===== src/rtl/core/cstw_pkg.sv =====
// ----------------------------------------------------------------------------
// cstw_pkg
// Shared types, codes and helpers of the counting semaphore with timed waits.
// ----------------------------------------------------------------------------
package cstw_pkg;

  // field widths
  localparam int OpW    = 2;
  localparam int IdW    = 8;
  localparam int TmoW   = 16;
  localparam int CntW   = 16;
  localparam int EvW    = 3;
  localparam int InitW  = 15;
  localparam int ApbDW  = 32;
  localparam int ApbAW  = 3;

  // defaults
  localparam int MaxWaitersDef = 16;
  localparam logic [InitW-1:0] InitReset = InitW'(1);

  // count limits
  localparam logic signed [CntW-1:0] CntMax = 16'sh7fff;
  localparam logic signed [CntW-1:0] CntMin = 16'sh8000;

  // request opcodes
  typedef enum logic [OpW-1:0] {
    OP_WAIT   = 2'd0,
    OP_SIGNAL = 2'd1,
    OP_TICK   = 2'd2,
    OP_NONE   = 2'd3
  } op_e;

  // result events
  typedef enum logic [EvW-1:0] {
    EV_GRANTED = 3'd0,
    EV_BLOCKED = 3'd1,
    EV_WOKEN   = 3'd2,
    EV_TIMEOUT = 3'd3,
    EV_NOWAIT  = 3'd4,
    EV_NOTICK  = 3'd5,
    EV_FULL    = 3'd6
  } ev_e;

  // controller states
  typedef enum logic [1:0] {
    ST_IDLE,
    ST_EXEC,
    ST_TICK,
    ST_FIN
  } state_e;

  // register indexes
  typedef enum logic [0:0] {
    REG_INIT_COUNT = 1'b0
  } reg_e;

  // what every cell does in a cycle
  typedef enum logic [1:0] {
    CM_HOLD,
    CM_PUSH,
    CM_POP,
    CM_STEP
  } cell_mode_e;

  // one queued waiter
  typedef struct packed {
    logic [IdW-1:0]  id;
    logic            timed;
    logic [TmoW-1:0] rem;
  } waiter_t;

  // broadcast control to the cell chain
  typedef struct packed {
    cell_mode_e mode;
    logic       keep;
    waiter_t    ins;
  } cell_ctl_t;

  function automatic logic signed [CntW-1:0] sat_inc(input logic signed [CntW-1:0] v);
    logic signed [CntW-1:0] r;
    r = (v == CntMax) ? v : v + 16'sd1;
    return r;
  endfunction

  function automatic logic signed [CntW-1:0] sat_dec(input logic signed [CntW-1:0] v);
    logic signed [CntW-1:0] r;
    r = (v == CntMin) ? v : v - 16'sd1;
    return r;
  endfunction

endpackage


===== src/rtl/core/cstw_if.sv =====
// ----------------------------------------------------------------------------
// cstw_if
// Request and result channels of the semaphore block, valid/ready handshake.
// ----------------------------------------------------------------------------
interface cstw_req_if;
  logic        valid;
  logic        ready;
  logic [1:0]  opcode;
  logic [7:0]  thread_id;
  logic [15:0] timeout;

  modport source (output valid, opcode, thread_id, timeout, input ready);
  modport sink   (input valid, opcode, thread_id, timeout, output ready);
endinterface

interface cstw_res_if;
  logic               valid;
  logic               ready;
  logic [2:0]         event_res;
  logic [7:0]         thread_id_res;
  logic signed [15:0] count;
  logic               last;

  modport source (output valid, event_res, thread_id_res, count, last, input ready);
  modport sink   (input valid, event_res, thread_id_res, count, last, output ready);
endinterface


===== src/rtl/core/counting_semaphore_timed_wait_top.sv =====
// ----------------------------------------------------------------------------
// counting_semaphore_timed_wait_top
// One counting semaphore with timed waits: waiter row of cells plus sequencer.
//
//   port   dir  role
//   req    in   wait / signal / tick requests
//   res    out  result events, last flags the final one of a request
//   apb    in   initial_count register at byte address 0
//
// Wait and signal pass through the execute state, then the result register.
// A tick walks the row of MAX_WAITERS cells one slot a cycle, except while the
// result side stalls a timeout report, then gives its last result from the finish state.
// One request is in work at a time; a new one is taken while a result waits.
// Reset loads the count from initial_count (1) and empties the list.
// ----------------------------------------------------------------------------
module counting_semaphore_timed_wait_top #(
  parameter int MAX_WAITERS = cstw_pkg::MaxWaitersDef
) (
  input  logic                          clk_i,
  input  logic                          rst_ni,
  cstw_req_if.sink                      req,
  cstw_res_if.source                    res,
  input  logic                          psel,
  input  logic                          penable,
  input  logic                          pwrite,
  input  logic [cstw_pkg::ApbAW-1:0]    paddr,
  input  logic [cstw_pkg::ApbDW-1:0]    pwdata,
  output logic [cstw_pkg::ApbDW-1:0]    prdata,
  output logic                          pready
);
  import cstw_pkg::*;

  localparam int PtrW = $clog2(MAX_WAITERS + 1);

  cell_ctl_t        ctl;
  logic [PtrW-1:0]  wptr;
  waiter_t          ent [MAX_WAITERS];
  logic             cfg_we;
  logic             reg_hit;
  logic [InitW-1:0] init_val;

  // register port
  assign pready  = 1'b1;
  assign reg_hit = (reg_e'(paddr[2]) == REG_INIT_COUNT);
  assign cfg_we  = psel && penable && pwrite && reg_hit;
  assign prdata  = reg_hit ? ApbDW'(init_val) : '0;

  cstw_ctrl #(
    .MAX_WAITERS (MAX_WAITERS)
  ) u_ctrl (
    .clk_i      (clk_i),
    .rst_ni     (rst_ni),
    .req        (req),
    .res        (res),
    .cfg_we_i   (cfg_we),
    .cfg_data_i (pwdata[InitW-1:0]),
    .init_o     (init_val),
    .head_i     (ent[0]),
    .tail_i     (ent[MAX_WAITERS-1]),
    .ctl_o      (ctl),
    .wptr_o     (wptr)
  );

  // waiter row, head at cell 0
  for (genvar i = 0; i < MAX_WAITERS; i++) begin : g_cell
    cstw_cell #(
      .MAX_WAITERS (MAX_WAITERS),
      .IDX         (i)
    ) u_cell (
      .clk_i   (clk_i),
      .ctl_i   (ctl),
      .wptr_i  (wptr),
      .below_i ((i == 0) ? ctl.ins : ent[(i == 0) ? 0 : i - 1]),
      .above_i (ent[(i == MAX_WAITERS - 1) ? i : i + 1]),
      .ent_o   (ent[i])
    );
  end

endmodule


===== src/rtl/core/cstw_cell.sv =====
// ----------------------------------------------------------------------------
// cstw_cell
// One waiter slot of the list; takes its lower or upper neighbor on command.
// ----------------------------------------------------------------------------
module cstw_cell #(
  parameter int MAX_WAITERS = cstw_pkg::MaxWaitersDef,
  parameter int IDX         = 0
) (
  input  logic                                clk_i,
  input  cstw_pkg::cell_ctl_t                 ctl_i,
  input  logic [$clog2(MAX_WAITERS+1)-1:0]    wptr_i,
  input  cstw_pkg::waiter_t                   below_i,
  input  cstw_pkg::waiter_t                   above_i,
  output cstw_pkg::waiter_t                   ent_o
);
  import cstw_pkg::*;

  localparam int PtrW = $clog2(MAX_WAITERS + 1);
  localparam logic [PtrW-1:0] IdxC = PtrW'(IDX);

  waiter_t ent_q, ent_d;
  logic    step_move;

  // during a tick step, survivors push the whole row, drops move only the rest
  assign step_move = ctl_i.keep || (IdxC >= wptr_i);

  always_comb begin
    ent_d = ent_q;
    case (ctl_i.mode)
      CM_PUSH: ent_d = below_i;
      CM_POP:  ent_d = above_i;
      CM_STEP: if (step_move) begin
        ent_d = below_i;
      end
      default: ent_d = ent_q;
    endcase
  end

  always_ff @(posedge clk_i) begin
    ent_q <= ent_d;
  end

  assign ent_o = ent_q;

endmodule


===== src/rtl/core/cstw_ctrl.sv =====
// ----------------------------------------------------------------------------
// cstw_ctrl
// Sequencer: count, occupancy, tick pass over the cell row, result register.
// ----------------------------------------------------------------------------
module cstw_ctrl #(
  parameter int MAX_WAITERS = cstw_pkg::MaxWaitersDef
) (
  input  logic                                clk_i,
  input  logic                                rst_ni,
  cstw_req_if.sink                            req,
  cstw_res_if.source                          res,
  input  logic                                cfg_we_i,
  input  logic [cstw_pkg::InitW-1:0]          cfg_data_i,
  output logic [cstw_pkg::InitW-1:0]          init_o,
  input  cstw_pkg::waiter_t                   head_i,
  input  cstw_pkg::waiter_t                   tail_i,
  output cstw_pkg::cell_ctl_t                 ctl_o,
  output logic [$clog2(MAX_WAITERS+1)-1:0]    wptr_o
);
  import cstw_pkg::*;

  localparam int PtrW = $clog2(MAX_WAITERS + 1);
  localparam int StpW = (MAX_WAITERS > 1) ? $clog2(MAX_WAITERS) : 1;
  localparam logic [PtrW-1:0] Full    = PtrW'(MAX_WAITERS);
  localparam logic [StpW-1:0] StpLast = StpW'(MAX_WAITERS - 1);
  localparam logic [PtrW:0]   SumN    = (PtrW + 1)'(MAX_WAITERS);

  state_e                 state_q, state_d;
  op_e                    op_q;
  logic [IdW-1:0]         tid_q;
  logic [TmoW-1:0]        tmo_q;
  logic signed [CntW-1:0] cnt_q, cnt_d, cnt_up;
  logic [InitW-1:0]       init_q, init_d;
  logic [PtrW-1:0]        occ_q, occ_d, wptr_q, wptr_d;
  logic [StpW-1:0]        stp_q, stp_d;
  logic                   hold_v_q, hold_v_d;
  logic [IdW-1:0]         hold_id_q, hold_id_d;
  logic signed [CntW-1:0] hold_cnt_q, hold_cnt_d;
  logic                   out_v_q, out_v_d;
  ev_e                    out_ev_q, out_ev_d;
  logic [IdW-1:0]         out_id_q, out_id_d;
  logic signed [CntW-1:0] out_cnt_q, out_cnt_d;
  logic                   out_last_q, out_last_d;
  logic                   req_fire, can_load;
  logic [PtrW:0]          pos_sum;
  logic                   examine, expired, stall;
  logic [TmoW-1:0]        rem_dec;

  assign req.ready = (state_q == ST_IDLE);
  assign req_fire  = req.valid && req.ready;
  assign can_load  = !out_v_q || res.ready;
  assign cnt_up    = sat_inc(cnt_q);

  // tail cell holds a real waiter once the skipped empty slots have gone by
  assign pos_sum = {1'b0, PtrW'(stp_q)} + {1'b0, occ_q};
  assign examine = (pos_sum >= SumN);
  assign rem_dec = tail_i.rem - TmoW'(1);
  assign expired = examine && tail_i.timed && (rem_dec == '0);
  assign stall   = expired && hold_v_q && !can_load;

  // next state
  always_comb begin
    state_d = state_q;
    case (state_q)
      ST_IDLE: if (req_fire) begin
        case (op_e'(req.opcode))
          OP_WAIT, OP_SIGNAL: state_d = ST_EXEC;
          OP_TICK:            state_d = ST_TICK;
          default:            state_d = ST_IDLE;
        endcase
      end
      ST_EXEC: if (can_load) begin
        state_d = ST_IDLE;
      end
      ST_TICK: if (!stall && stp_q == StpLast) begin
        state_d = ST_FIN;
      end
      ST_FIN: if (can_load) begin
        state_d = ST_IDLE;
      end
      default: state_d = ST_IDLE;
    endcase
  end

  // datapath and cell commands
  always_comb begin
    cnt_d      = cnt_q;
    init_d     = init_q;
    occ_d      = occ_q;
    wptr_d     = wptr_q;
    stp_d      = stp_q;
    hold_v_d   = hold_v_q;
    hold_id_d  = hold_id_q;
    hold_cnt_d = hold_cnt_q;
    out_v_d    = res.ready ? 1'b0 : out_v_q;
    out_ev_d   = out_ev_q;
    out_id_d   = out_id_q;
    out_cnt_d  = out_cnt_q;
    out_last_d = out_last_q;
    ctl_o.mode = CM_HOLD;
    ctl_o.keep = 1'b0;
    ctl_o.ins  = '{id: tid_q, timed: (tmo_q != '0), rem: tmo_q};

    case (state_q)
      ST_IDLE: if (req_fire && op_e'(req.opcode) == OP_TICK) begin
        stp_d    = '0;
        wptr_d   = '0;
        hold_v_d = 1'b0;
      end
      ST_EXEC: if (can_load) begin
        out_v_d    = 1'b1;
        out_last_d = 1'b1;
        if (op_q == OP_WAIT) begin
          out_id_d = tid_q;
          if (cnt_q > 16'sd0) begin
            cnt_d    = sat_dec(cnt_q);
            out_ev_d = EV_GRANTED;
          end else if (occ_q == Full) begin
            out_ev_d = EV_FULL;
          end else begin
            // new waiter enters at the head of the row
            ctl_o.mode = CM_PUSH;
            cnt_d      = sat_dec(cnt_q);
            occ_d      = occ_q + PtrW'(1);
            out_ev_d   = EV_BLOCKED;
          end
        end else begin
          cnt_d = cnt_up;
          if (cnt_up <= 16'sd0 && occ_q != '0) begin
            // most recent waiter sits at the head
            ctl_o.mode = CM_POP;
            occ_d      = occ_q - PtrW'(1);
            out_ev_d   = EV_WOKEN;
            out_id_d   = head_i.id;
          end else begin
            out_ev_d = EV_NOWAIT;
            out_id_d = '0;
          end
        end
        out_cnt_d = cnt_d;
      end
      ST_TICK: if (!stall) begin
        // tail leaves the row, survivors come back in at the head
        ctl_o.mode = CM_STEP;
        ctl_o.keep = examine && !expired;
        ctl_o.ins  = '{id: tail_i.id, timed: tail_i.timed,
                       rem: tail_i.timed ? rem_dec : tail_i.rem};
        stp_d      = stp_q + StpW'(1);
        if (examine && !expired) begin
          wptr_d = wptr_q + PtrW'(1);
        end
        if (expired) begin
          cnt_d      = cnt_up;
          hold_v_d   = 1'b1;
          hold_id_d  = tail_i.id;
          hold_cnt_d = cnt_up;
          // an earlier timeout goes out, not the final one
          if (hold_v_q) begin
            out_v_d    = 1'b1;
            out_ev_d   = EV_TIMEOUT;
            out_id_d   = hold_id_q;
            out_cnt_d  = hold_cnt_q;
            out_last_d = 1'b0;
          end
        end
      end
      ST_FIN: if (can_load) begin
        out_v_d    = 1'b1;
        out_last_d = 1'b1;
        occ_d      = wptr_q;
        hold_v_d   = 1'b0;
        if (hold_v_q) begin
          out_ev_d  = EV_TIMEOUT;
          out_id_d  = hold_id_q;
          out_cnt_d = hold_cnt_q;
        end else begin
          out_ev_d  = EV_NOTICK;
          out_id_d  = '0;
          out_cnt_d = cnt_q;
        end
      end
      default: ;
    endcase

    // register write reloads the count and empties the list
    if (cfg_we_i) begin
      init_d = cfg_data_i;
      cnt_d  = CntW'({1'b0, cfg_data_i});
      occ_d  = '0;
    end
  end

  // control registers
  always_ff @(posedge clk_i or negedge rst_ni) begin
    if (!rst_ni) begin
      state_q  <= ST_IDLE;
      cnt_q    <= CntW'({1'b0, InitReset});
      init_q   <= InitReset;
      occ_q    <= '0;
      wptr_q   <= '0;
      stp_q    <= '0;
      hold_v_q <= 1'b0;
      out_v_q  <= 1'b0;
    end else begin
      state_q  <= state_d;
      cnt_q    <= cnt_d;
      init_q   <= init_d;
      occ_q    <= occ_d;
      wptr_q   <= wptr_d;
      stp_q    <= stp_d;
      hold_v_q <= hold_v_d;
      out_v_q  <= out_v_d;
    end
  end

  // payload registers
  always_ff @(posedge clk_i) begin
    if (req_fire) begin
      op_q  <= op_e'(req.opcode);
      tid_q <= req.thread_id;
      tmo_q <= req.timeout;
    end
    hold_id_q  <= hold_id_d;
    hold_cnt_q <= hold_cnt_d;
    out_ev_q   <= out_ev_d;
    out_id_q   <= out_id_d;
    out_cnt_q  <= out_cnt_d;
    out_last_q <= out_last_d;
  end

  assign res.valid         = out_v_q;
  assign res.event_res     = out_ev_q;
  assign res.thread_id_res = out_id_q;
  assign res.count         = out_cnt_q;
  assign res.last          = out_last_q;
  assign init_o            = init_q;
  assign wptr_o            = wptr_q;

endmodule


===== src/flat_wrapper.sv =====
// flat-port wrapper written by rule: the top's interface ports become plain ports
module counting_semaphore_timed_wait_top_flat import cstw_pkg::*;
#(
  parameter int MAX_WAITERS = cstw_pkg::MaxWaitersDef
)
  (clk_i, rst_ni, psel, penable, pwrite, paddr, pwdata, prdata, pready, req_valid, req_opcode, req_thread_id, req_timeout, req_ready, res_valid, res_event_res, res_thread_id_res, res_count, res_last, res_ready);
  cstw_req_if req_i ();
  cstw_res_if res_i ();
  input  logic clk_i;
  input  logic rst_ni;
  input  logic psel;
  input  logic penable;
  input  logic pwrite;
  input  logic [cstw_pkg::ApbAW-1:0] paddr;
  input  logic [cstw_pkg::ApbDW-1:0] pwdata;
  output logic [cstw_pkg::ApbDW-1:0] prdata;
  output logic pready;
  input wire logic [$bits(req_i.valid)-1:0] req_valid;
  input wire logic [$bits(req_i.opcode)-1:0] req_opcode;
  input wire logic [$bits(req_i.thread_id)-1:0] req_thread_id;
  input wire logic [$bits(req_i.timeout)-1:0] req_timeout;
  output wire logic [$bits(req_i.ready)-1:0] req_ready;
  output wire logic [$bits(res_i.valid)-1:0] res_valid;
  output wire logic [$bits(res_i.event_res)-1:0] res_event_res;
  output wire logic [$bits(res_i.thread_id_res)-1:0] res_thread_id_res;
  output wire logic [$bits(res_i.count)-1:0] res_count;
  output wire logic [$bits(res_i.last)-1:0] res_last;
  input wire logic [$bits(res_i.ready)-1:0] res_ready;
  assign req_i.valid = req_valid;
  assign req_i.opcode = req_opcode;
  assign req_i.thread_id = req_thread_id;
  assign req_i.timeout = req_timeout;
  assign req_ready = req_i.ready;
  assign res_valid = res_i.valid;
  assign res_event_res = res_i.event_res;
  assign res_thread_id_res = res_i.thread_id_res;
  assign res_count = res_i.count;
  assign res_last = res_i.last;
  assign res_i.ready = res_ready;
  counting_semaphore_timed_wait_top #(.MAX_WAITERS(MAX_WAITERS)) u_core (.clk_i(clk_i), .rst_ni(rst_ni), .req(req_i), .res(res_i), .psel(psel), .penable(penable), .pwrite(pwrite), .paddr(paddr), .pwdata(pwdata), .prdata(prdata), .pready(pready));
endmodule

===== config.mk =====
export PLATFORM = sky130hd
export DESIGN_NAME = counting_semaphore_timed_wait_top_flat
export DESIGN_NICKNAME = d
export VERILOG_FILES = /design/src/rtl/core/cstw_pkg.sv /design/src/rtl/core/cstw_if.sv /design/src/rtl/core/counting_semaphore_timed_wait_top.sv /design/src/rtl/core/cstw_cell.sv /design/src/rtl/core/cstw_ctrl.sv /design/src/flat_wrapper.sv
export SDC_FILE = /design/constraint.sdc
export NUM_CORES = 1
export LEC_CHECK = 0
export ABC_AREA = 1
export BUFFER_PORTS_ARGS = -buffer_cell sky130_fd_sc_hd__buf_2
export CAP_MARGIN = 20
export CORE_MARGIN = 3
export CORE_UTILIZATION = 60
export CTS_CLUSTER_DIAMETER = 80
export DETAILED_ROUTE_END_ITERATION = 7
export PLACE_DENSITY = 0.78
export SYNTH_ARGS = -nofsm -noshare
export SYNTH_HDL_FRONTEND = slang
export SYNTH_SLANG_ARGS = --single-unit

===== constraint.sdc =====
create_clock -name clk_i -period 18.12 [get_ports clk_i]
set_input_delay 2.718 -clock clk_i [delete_from_list [all_inputs] [get_ports clk_i]]
set_output_delay 2.718 -clock clk_i [all_outputs]
set_load 0.01 [all_outputs]

After elaboration in Yosys (flattened, before gate mapping)
Cells that the tools add are included.

Register bits: 527. Latch bits: 0. Bits in writable memories: 0. ROM bits: 0. Bits of input ports: 68. Output and inout bits: 63. Memories kept: 0.

Add/sub/neg operators: 8. Multipliers: 0. Div/mod/pow operators: 0. Order comparisons: 19. Equality and inequality tests: 45. Shifts and indexed selects: 0. Mux-type cells: 114. Bitwise gates (word level): 2. Reductions and logical operators: 74.

Operator list (number): $pmux W25 S3 (15); $mux W25 (16); $mux W16 (15); $mux W8 (8); $mux W5 (10); $pmux W25 S2 (1); $pmux W16 S3 (1); $ne A2 B2 Y1 const B (23); $ge A4 B5 Y1 const A (8); $eq A16 B16 Y1 const B (2); $pmux W16 S2 (1); $reduce_and A2 Y1 (16); $mux W3 (10); $mux W28 (1); $mux W26 (1); $pmux W8 S3 (1); $ge A3 B5 Y1 const A (4); $pmux W5 S2 (2); $logic_or A1 B1 Y1 (17); $add A16 B2 Y16 const B (1); $gt A16 B1 Y1 const B (1); $le A16 B1 Y1 const B (1); $logic_not A16 Y1 (1); $reduce_bool A16 Y1 (1); other kinds (38) (105).

Logic depth before layout (Yosys ltp)
Gate-level depths: netlist of the first run.

Depth after elaboration: 11. Gate-level depth with buffers: 24. Mapped depth without buffers: 22.

Modules after synthesis
From an unflattened synthesis of the first run, not the netlist that was laid out.

Cell total of the unflattened synthesis: 2635. Area total of the unflattened synthesis: 27775.4 um^2.

By module, submodules not included: cstw_ctrl (instances 1, cells an instance 1128, area each 8441.8 um^2, seq. area each 3570.9 um^2); cstw_cell (u_core.g_cell[11].u_cell ...) (instances 4, cells an instance 116, area each 1153.6 um^2, seq. area each 750.7 um^2); cstw_cell (u_core.g_cell[0].u_cell ...) (instances 3, cells an instance 65, area each 1223.7 um^2, seq. area each 750.7 um^2); cstw_cell (u_core.g_cell[4].u_cell ...) (instances 2, cells an instance 64, area each 1219.9 um^2, seq. area each 750.7 um^2); cstw_cell (u_core.g_cell[13].u_cell ...) (instances 2, cells an instance 116, area each 1154.9 um^2, seq. area each 750.7 um^2); cstw_cell (u_core.g_cell[12].u_cell) (instances 1, cells an instance 69, area each 1237.4 um^2, seq. area each 750.7 um^2); cstw_cell (u_core.g_cell[8].u_cell) (instances 1, cells an instance 68, area each 1234.9 um^2, seq. area each 750.7 um^2); cstw_cell (u_core.g_cell[10].u_cell) (instances 1, cells an instance 67, area each 1229.9 um^2, seq. area each 750.7 um^2); cstw_cell (u_core.g_cell[7].u_cell) (instances 1, cells an instance 115, area each 1148.6 um^2, seq. area each 750.7 um^2); cstw_cell (u_core.g_cell[15].u_cell) (instances 1, cells an instance 113, area each 1143.6 um^2, seq. area each 750.7 um^2); counting_semaphore_timed_wait_top (instances 1, cells an instance 56, area each 304.0 um^2, seq. area each 0.0 um^2).

Worst setup path before layout of the first run
No wires, ideal clock.

Path type: input to register. From: input port res_ready. To: register u_core.g_cell[1].u_cell.ent_q (netlist bit u_core.g_cell[1].u_cell.ent_o[0]), enable pin. Library setup time: 0.496 ns. Arrival: 7.176 ns. Required time: 17.624 ns. Setup slack: 10.448 ns. Stages on the path: 10. Path buffers: 1. Cell sequence: nor2_1 nand2_4 nand2_8 a21oi_1 ha_1 clkbuf_1 inv_1 nor2_1 inv_1 o311ai_0.

Longest elaborated chain between the ends: 8.

RTL lines: from (decl) (line flat_wrapper.sv:28) `input wire logic [$bits(res_i.ready)-1:0] res_ready;`; $logic_or A1 B1 Y1 * (line cstw_ctrl.sv:51) `assign can_load = !out_v_q || res.ready;`; $logic_not A1 Y1 (line cstw_ctrl.sv:59) `assign stall = expired && hold_v_q && !can_load;`; $logic_and A1 B1 Y1 (line cstw_ctrl.sv:59); $mux W28 (line cstw_ctrl.sv:142) `ST_TICK: if (!stall) begin`; $pmux W2 S2 / $mux W26 (equally long branches) (line cstw_ctrl.sv:104) `case (state_q)`; $eq A2 B2 Y1, or another cell as far along (line cstw_cell.sv:29) `case (ctl_i.mode)`; $ne A2 B2 Y1 (no source line) / $reduce_bool A3 Y1 (equally long branches); $reduce_and A2 Y1 (no source line) *; to (signal assigned) (line cstw_cell.sv:40) `ent_q <= ent_d;`; to (decl) (line cstw_cell.sv:21) `waiter_t ent_q, ent_d;`.

Mark *: on every way between the ends. The rest lies on a longest branch, timed or not. A chain may end at the register's enable or synchronous reset.

==> results of run 1 <==
cell families after synthesis:
kind of cell,count (synthesis),synth area share
simple gates,1191,0.198
flops,527,0.612
buf+inv,462,0.0735
compound gates,461,0.0944
fa+ha+maj,25,0.0126
xor+xnor,16,0.00550
mux,10,0.00442
other cells,2,0.000295
metrics by stage:
stage | setup slack [ns] | std cells | hold slack [ns] | area, µm²
global route | 10.82 | 3302 | 0.465 | 28000
global placement | 10.76 | 3203 | 0.430 | 26200
finish | 11.19 | 3302 | 0.437 | 28000
detailed placement | 10.63 | 3203 | 0.433 | 26200
CTS | 11.24 | 3298 | 0.433 | 27900
floorplan | 10.45 | 2710 | 0.427 | 25500
cell usage in the layout, fill, tap and decap left out, drive strengths merged, types with 2 or more instances in the layout:
cell,n
xor2,13
o211ai,6
o31ai,3
nor3,10
nand2,803
nand3,173
bufinv,6
edfxtp,478
o21ai,369
nand3b,11
xnor2,3
buf,120
conb,18
inv,305
or2,7
dfrtp,47
clkinv,33
a31oi,2
a21boi,2
dfstp,2
and2,7
a21oi,56
mux2,10
nor2,158
a22oi,16
a211oi,3
clkbuf,57
ha,24
nand4,20
metal layers:
metal	up-vias	GRT usage
li1	9009	-
met1	9327	0.424
met2	974	0.466
met3	138	0.0422
met4	0	0.110
met5	-	0
state kept, by name, indices dropped and copies added (netlist names), 8 cells and up:
register                         cells
u_core.u_ctrl.res.count             16
u_core.u_ctrl.hold_id_q              8
u_core.u_ctrl.cnt_q                 16
u_core.u_ctrl.res.thread_id_res      8
u_core.u_ctrl.hold_cnt_q            16
u_core.u_ctrl.tid_q                  8
u_core.u_ctrl.init_o                15
u_core.u_ctrl.tmo_q                 16
u_core.g_cell.u_cell.ent_o         400
worst max-delay path, stage by stage:
cell and delay, ns:
buf_2 0.10, nor2_1 0.65, nand2_4 0.44, nand2_8 0.32
a21oi_1 0.15, inv_1 0.14, ha_4 0.14, buf_4 0.54
buf_4 0.71, buf_4 0.91, o21ai_0 0.28
layout make-up:
cell class                      count  area [µm²]  area share
Multi-Input combinational cell   1721        8170       0.292
Inverter                          307        1160      0.0415
Clock inverter                     38         342      0.0122
Clock buffer                       57        1320      0.0472
Tap cell                          532         666      0.0238
Timing Repair Buffer              120         716      0.0256
Sequential cell                   527       15600       0.557
final timing paths:
check | from | endpoint | slack [ns]
setup / recovery | res_ready | u_core.g_cell[12].u_cell.ent_o[22] | 11.19
hold / removal | u_core.g_cell[14].u_cell.ent_o[17] | u_core.g_cell[15].u_cell.ent_o[17] | 0.44
setup reg to reg | u_core.u_ctrl.cnt_q[0] | u_core.g_cell[12].u_cell.ent_o[22] | 12.16
hold reg to reg | u_core.g_cell[14].u_cell.ent_o[17] | u_core.g_cell[15].u_cell.ent_o[17] | 0.44
max in group asynchronous | rst_ni | u_core.u_ctrl.cnt_q[8] | 15.41
min in group asynchronous | rst_ni | u_core.u_ctrl.stp_q[3] | 2.25
==> impl_metrics.py, run 1 <==
metrics = {
    "logic_synthesis": {
        "synth_async_sr_flop_share": 0.0930,
        "syn_area_per_cell_um2": 9.46,
        "ys_seq_area_frac": 0.612,
        "post_synth_num_cell_types": 52,
        "synthTopCellsByArea": "edfxtp_1, nand2_1, o21ai_0, dfrtp_1, inv_1",
        "postSynth.topFlopCell": "edfxtp_1",
        "area_share_of_the_leading_cell_type_in_the_synthesized_netlist": 0.563,
        "yosysWarnings": 0,
        "synthesis.area_um2": 25500,
        "yosysTopAreaCell": "edfxtp_1",
        "synth_commonest_cells": "nand2_1, edfxtp_1, o21ai_0",
        "number_of_instances_in_the_synthesized_netlist": 2694,
        "synth-seq-cells": 527,
        "dominant_cell_by_count_in_the_synthesized_netlist": "nand2_1",
        "number_of_enable_flip_flop_cells_after_synthesis": 478,
    },
    "hold_path": {
        "min_path_cells": 0,
        "worstHoldPathType": "flop to flop",
    },
    "global_route": {
        "grt_usage": 0.296,
        "antenna_found_initial": 0,
        "grt_remaining_overflow": 0,
        "global_route_wire_length_before_repair_um": 103000,
        "grt_start_max_net_pins": 207,
        "grt_pass1_vias": 18862,
    },
    "timing": {
        "maxSlewHeadroom": 0.284,
        "setup_viol_count_final": 0,
        "maxSlewViolCount": 0,
        "setup_skew_ns": 0.0277,
        "hold_viol_final": 0,
        "finalSetupTns_ns": 0,
        "worstMarginPinSlew_ns": 1.07,
        "setup_repair_after_global_routing_missed_its_margin": "no",
        "layout_worst_path_cycle_share": 0.382,
        "timing.final.crit_period_ns": 6.93,
        "achievable-frequency_ghz": 0.144,
    },
    "route": {
        "met3_length_um": 5960,
        "drt_pre_antenna_iters": 6,
        "drc": 0,
        "wirelength_met1_um": 27800,
        "wl_per_cell_um": 20.1,
        "routed_met2_length_um": 30200,
        "average_vias_per_placed_instance": 5.89,
        "ant_nets": 0,
        "drt_iter0_markers": 2281,
        "drt_wl_total_um": 66200,
        "route.top_layer_used": "met4",
        "num_vias": 19448,
    },
    "job": {
        "max-cap-violations": 0,
    },
    "clocking": {
        "clk_root_buffer_cell": "clkbuf_16",
        "h_tree_depth": 2,
        "number_of_buffers_created_by_cts": 52,
        "cts.repair.resized": 0,
        "clk_latency_ns": 0.61,
        "cts.repair_timing.setup_buffer_count": 0,
        "tritoncts": "built",
        "clk_path_buf_depth": 3,
        "clk_pin_slew_ns": 0.07,
        "post_cts_hold_buffer_count": 0,
        "tritoncts_num_sinks": 527,
    },
    "critical_path": {
        "ff2ff_path_depth": 18,
        "worstPathMaxFanout": 113,
        "worstPathRequired_ns": 18.42,
        "worst_setup_path_start_kind": "input pin",
        "endpoint_kind": "flop",
        "setup.worst_path.class": "input pin to flop",
        "critical_path_arrival_ns": 7.23,
    },
    "floorplan": {
        "chipHeight_um": 212,
        "floorplan.initialDensity": 0.616,
        "design.portCount": 131,
        "die-area_um2": 45000,
        "die_x_um": 212,
        "core_region_area_um2": 41400,
        "row_count": 74,
    },
    "status": {
        "run_status": "completed",
    },
    "placement": {
        "placement.io_buffers": 93,
        "gpl.final_weighted_congestion": 0.896,
        "place.detailed.hpwl_um": 40900,
    },
    "final_layout": {
        "layout.nets": 2822,
        "area_delta_synth_final_pct": 9.74,
        "num_antenna_cells": 0,
        "final.fill_count": 3120,
        "drive_gt1_frac": 0.101,
        "final_util": 0.676,
    },
}
Power of run 1 is left out: the tool's default activity adds up to more than one toggle a clock period on the data nets, which glitch-free logic cannot reach.
==> inputs of run 2 (changes only) <==
--- a/config.mk
+++ b/config.mk
@@ -9,10 +9,10 @@
 export BUFFER_PORTS_ARGS = -buffer_cell sky130_fd_sc_hd__buf_2
 export CAP_MARGIN = 20
 export CORE_MARGIN = 3
-export CORE_UTILIZATION = 60
+export CORE_UTILIZATION = 56
 export CTS_CLUSTER_DIAMETER = 80
 export DETAILED_ROUTE_END_ITERATION = 7
-export PLACE_DENSITY = 0.78
+export PLACE_DENSITY = 0.77
 export SYNTH_ARGS = -nofsm -noshare
 export SYNTH_HDL_FRONTEND = slang
 export SYNTH_SLANG_ARGS = --single-unit
==> constraint.sdc (replaced) <==
create_clock -name clk_i -period 6.05 [get_ports clk_i]
set_input_delay 0.9075 -clock clk_i [delete_from_list [all_inputs] [get_ports clk_i]]
set_output_delay 0.9075 -clock clk_i [all_outputs]
set_load 0.01 [all_outputs]
==> run 2 against run 1 <==
Wire length down 2.4%. Via count is 0.90% lower. Sequential share of layout area shrank 0.25 points. Die area rose by 6.9%. Register-to-register slack got worse by 11 ns. Global-route usage shrank 2.7 points. Utilization down 4.6 points. Non-clock buffer count up 9. Critical endpoint is now u_core.g_cell[8].u_cell.ent_o[6]. Largest cell class unchanged.
==> impl_metrics.py, run 2 (same netlist as run 1, synthesis figures left out) <==
metrics = {
    "route": {
        "average_vias_per_placed_instance": 5.72,
        "ant_nets": 0,
        "wl_per_cell_um": 19.2,
        "drc": 0,
        "drt_wl_total_um": 64600,
        "drt_iter0_markers": 2368,
        "drt_pre_antenna_iters": 6,
        "num_vias": 19272,
    },
    "critical_path": {
        "worstPathMaxFanout": 16,
        "worst_setup_path_start_kind": "flop",
        "setup.worst_path.class": "flop to flop",
        "regToRegStartpoint": "u_core.u_ctrl.cnt_q[0]",
        "r2r_end": "u_core.g_cell[8].u_cell.ent_o[6]",
        "critical_path_arrival_ns": 5.35,
        "worstPathRequired_ns": 6.37,
        "ff2ff_setup_slack_ns": 1.02,
        "endpoint_kind": "flop",
        "ff2ff_path_depth": 17,
    },
    "clocking": {
        "clk_path_buf_depth": 3,
        "number_of_buffers_created_by_cts": 53,
        "cts.repair_timing.setup_buffer_count": 0,
        "clk_latency_ns": 0.60,
        "clk_root_buffer_cell": "clkbuf_16",
        "clk_pin_slew_ns": 0.06,
        "cts.repair.resized": 0,
        "h_tree_depth": 2,
        "post_cts_hold_buffer_count": 0,
        "tritoncts_num_sinks": 527,
        "tritoncts": "built",
    },
    "final_layout": {
        "num_antenna_cells": 0,
        "layout_common_cells": "nand2_1, edfxtp_1, o21ai_0, inv_1, nand3_1",
        "largest_register_ff_count": 400,
        "mostFrequentLayoutCell": "nand2_1",
        "drive_gt1_frac": 0.100,
        "final_design_area_no_fill_um2": 28100,
        "layout.nets": 2832,
        "area_delta_synth_final_pct": 10.2,
    },
    "global_route": {
        "grt_remaining_overflow": 0,
        "grt_pass1_vias": 18796,
        "antenna_found_initial": 0,
        "grt_start_max_net_pins": 166,
        "grt_usage": 0.268,
        "global_route_wire_length_before_repair_um": 101000,
    },
    "timing": {
        "timing.final.crit_period_ns": 5.03,
        "hold_viol_final": 0,
        "setup_skew_ns": 0.0299,
        "worstMarginPinSlew_ns": 1.09,
        "maxSlewViolCount": 0,
        "finalSetupTns_ns": 0,
        "setup_viol_count_final": 0,
        "fin_worst_hold_slack_ns": 0.450,
        "setup_repair_after_global_routing_missed_its_margin": "no",
        "layout_worst_path_cycle_share": 0.831,
        "achievable-frequency_ghz": 0.199,
        "maxSlewHeadroom": 0.270,
    },
    "floorplan": {
        "die-area_um2": 48100,
        "die_x_um": 219,
        "core_region_area_um2": 44600,
        "design.portCount": 131,
        "chipHeight_um": 219,
        "floorplan.initialDensity": 0.571,
        "row_count": 77,
    },
    "hold_path": {
        "min_path_cells": 0,
        "hp-start": "u_core.g_cell[15].u_cell.ent_o[24]",
        "worstHoldPathType": "flop to flop",
        "hold_path_endpoint": "u_core.u_ctrl.hold_id_q[7]",
    },
    "placement": {
        "placement.io_buffers": 93,
        "place_area_um2": 26400,
        "gpl.final_weighted_congestion": 0.918,
        "place.detailed.hpwl_um": 40800,
    },
    "job": {
        "max-cap-violations": 0,
    },
    "status": {
        "run_status": "completed",
    },
}
==> run 2: cell count changes in the layout (fill, tap and decap cells not counted), moves of 3 or more <==
cell      change
buf_12        +3
nand3_1       +4
clkbuf_1      +5
buf_4         +7
nand3_2       -4
clkinv_2      -7
==> run 2: layout make-up <==
class / count / area [µm²]
clock inverter: 29 / 245
fill: 3568 / 16500
timing repair buffer: 129 / 801
inverter: 307 / 1160
sequential: 527 / 15600
multi-input combinational: 1721 / 8150
tap: 592 / 741
clock buffer: 65 / 1400
==> run 2: critical path, stage by stage (launching register included) <==
cell     delay, ns
dfstp_2       0.63
ha_1          0.23
nand2_2       0.08
nor2_4        0.20
nand2_2       0.16
nor2_4        0.12
nand2_2       0.12
o21ai_1       0.20
nand3_1       0.15
nor2_1        0.12
nand3_1       0.11
nand2_4       0.20
nand3_1       0.11
a21oi_1       0.37
ha_1          0.51
or2_2         0.44
nand3_1       0.58
buf_4         0.43
==> run 2: layer usage <==
metal | track usage | vias up | share of wire | wire (µm)
met4 | 0.0909 | 0 | 0.028 | 1810
met5 | 0 | - | 0 | 0
met1 | 0.381 | 9234 | 0.43 | 27900
li1 | - | 9024 | - | -
met2 | 0.429 | 908 | 0.46 | 29800
met3 | 0.0379 | 106 | 0.080 | 5170
==> run 2: worst max-delay path by stage <==
stage,startpoint,to,cells after the start
6_report,u_core.u_ctrl.cnt_q[0],u_core.g_cell[8].u_cell.ent_o[6],17
4_1_cts,u_core.u_ctrl.cnt_q[0],u_core.g_cell[8].u_cell.ent_o[6],17
3_3_place_gp,u_core.u_ctrl.cnt_q[0],u_core.g_cell[8].u_cell.ent_o[12],17
5_1_grt,u_core.u_ctrl.cnt_q[0],u_core.g_cell[8].u_cell.ent_o[6],17
2_1_floorplan,u_core.u_ctrl.cnt_q[0],u_core.g_cell[1].u_cell.ent_o[0],19
3_5_place_dp,u_core.u_ctrl.cnt_q[0],u_core.g_cell[8].u_cell.ent_o[12],17
==> run 2: per-stage QoR <==
step	setup slack, ns	std cells	util
2_1_floorplan	0.738	2710	-
3_3_place_gp	1.19	3274	0.592
3_5_place_dp	1.10	3275	0.592
4_1_cts	1.08	3369	0.629
5_1_grt	0.650	3370	0.630
6_report	1.02	3370	0.630
Power of run 2 is left out for the same reason.
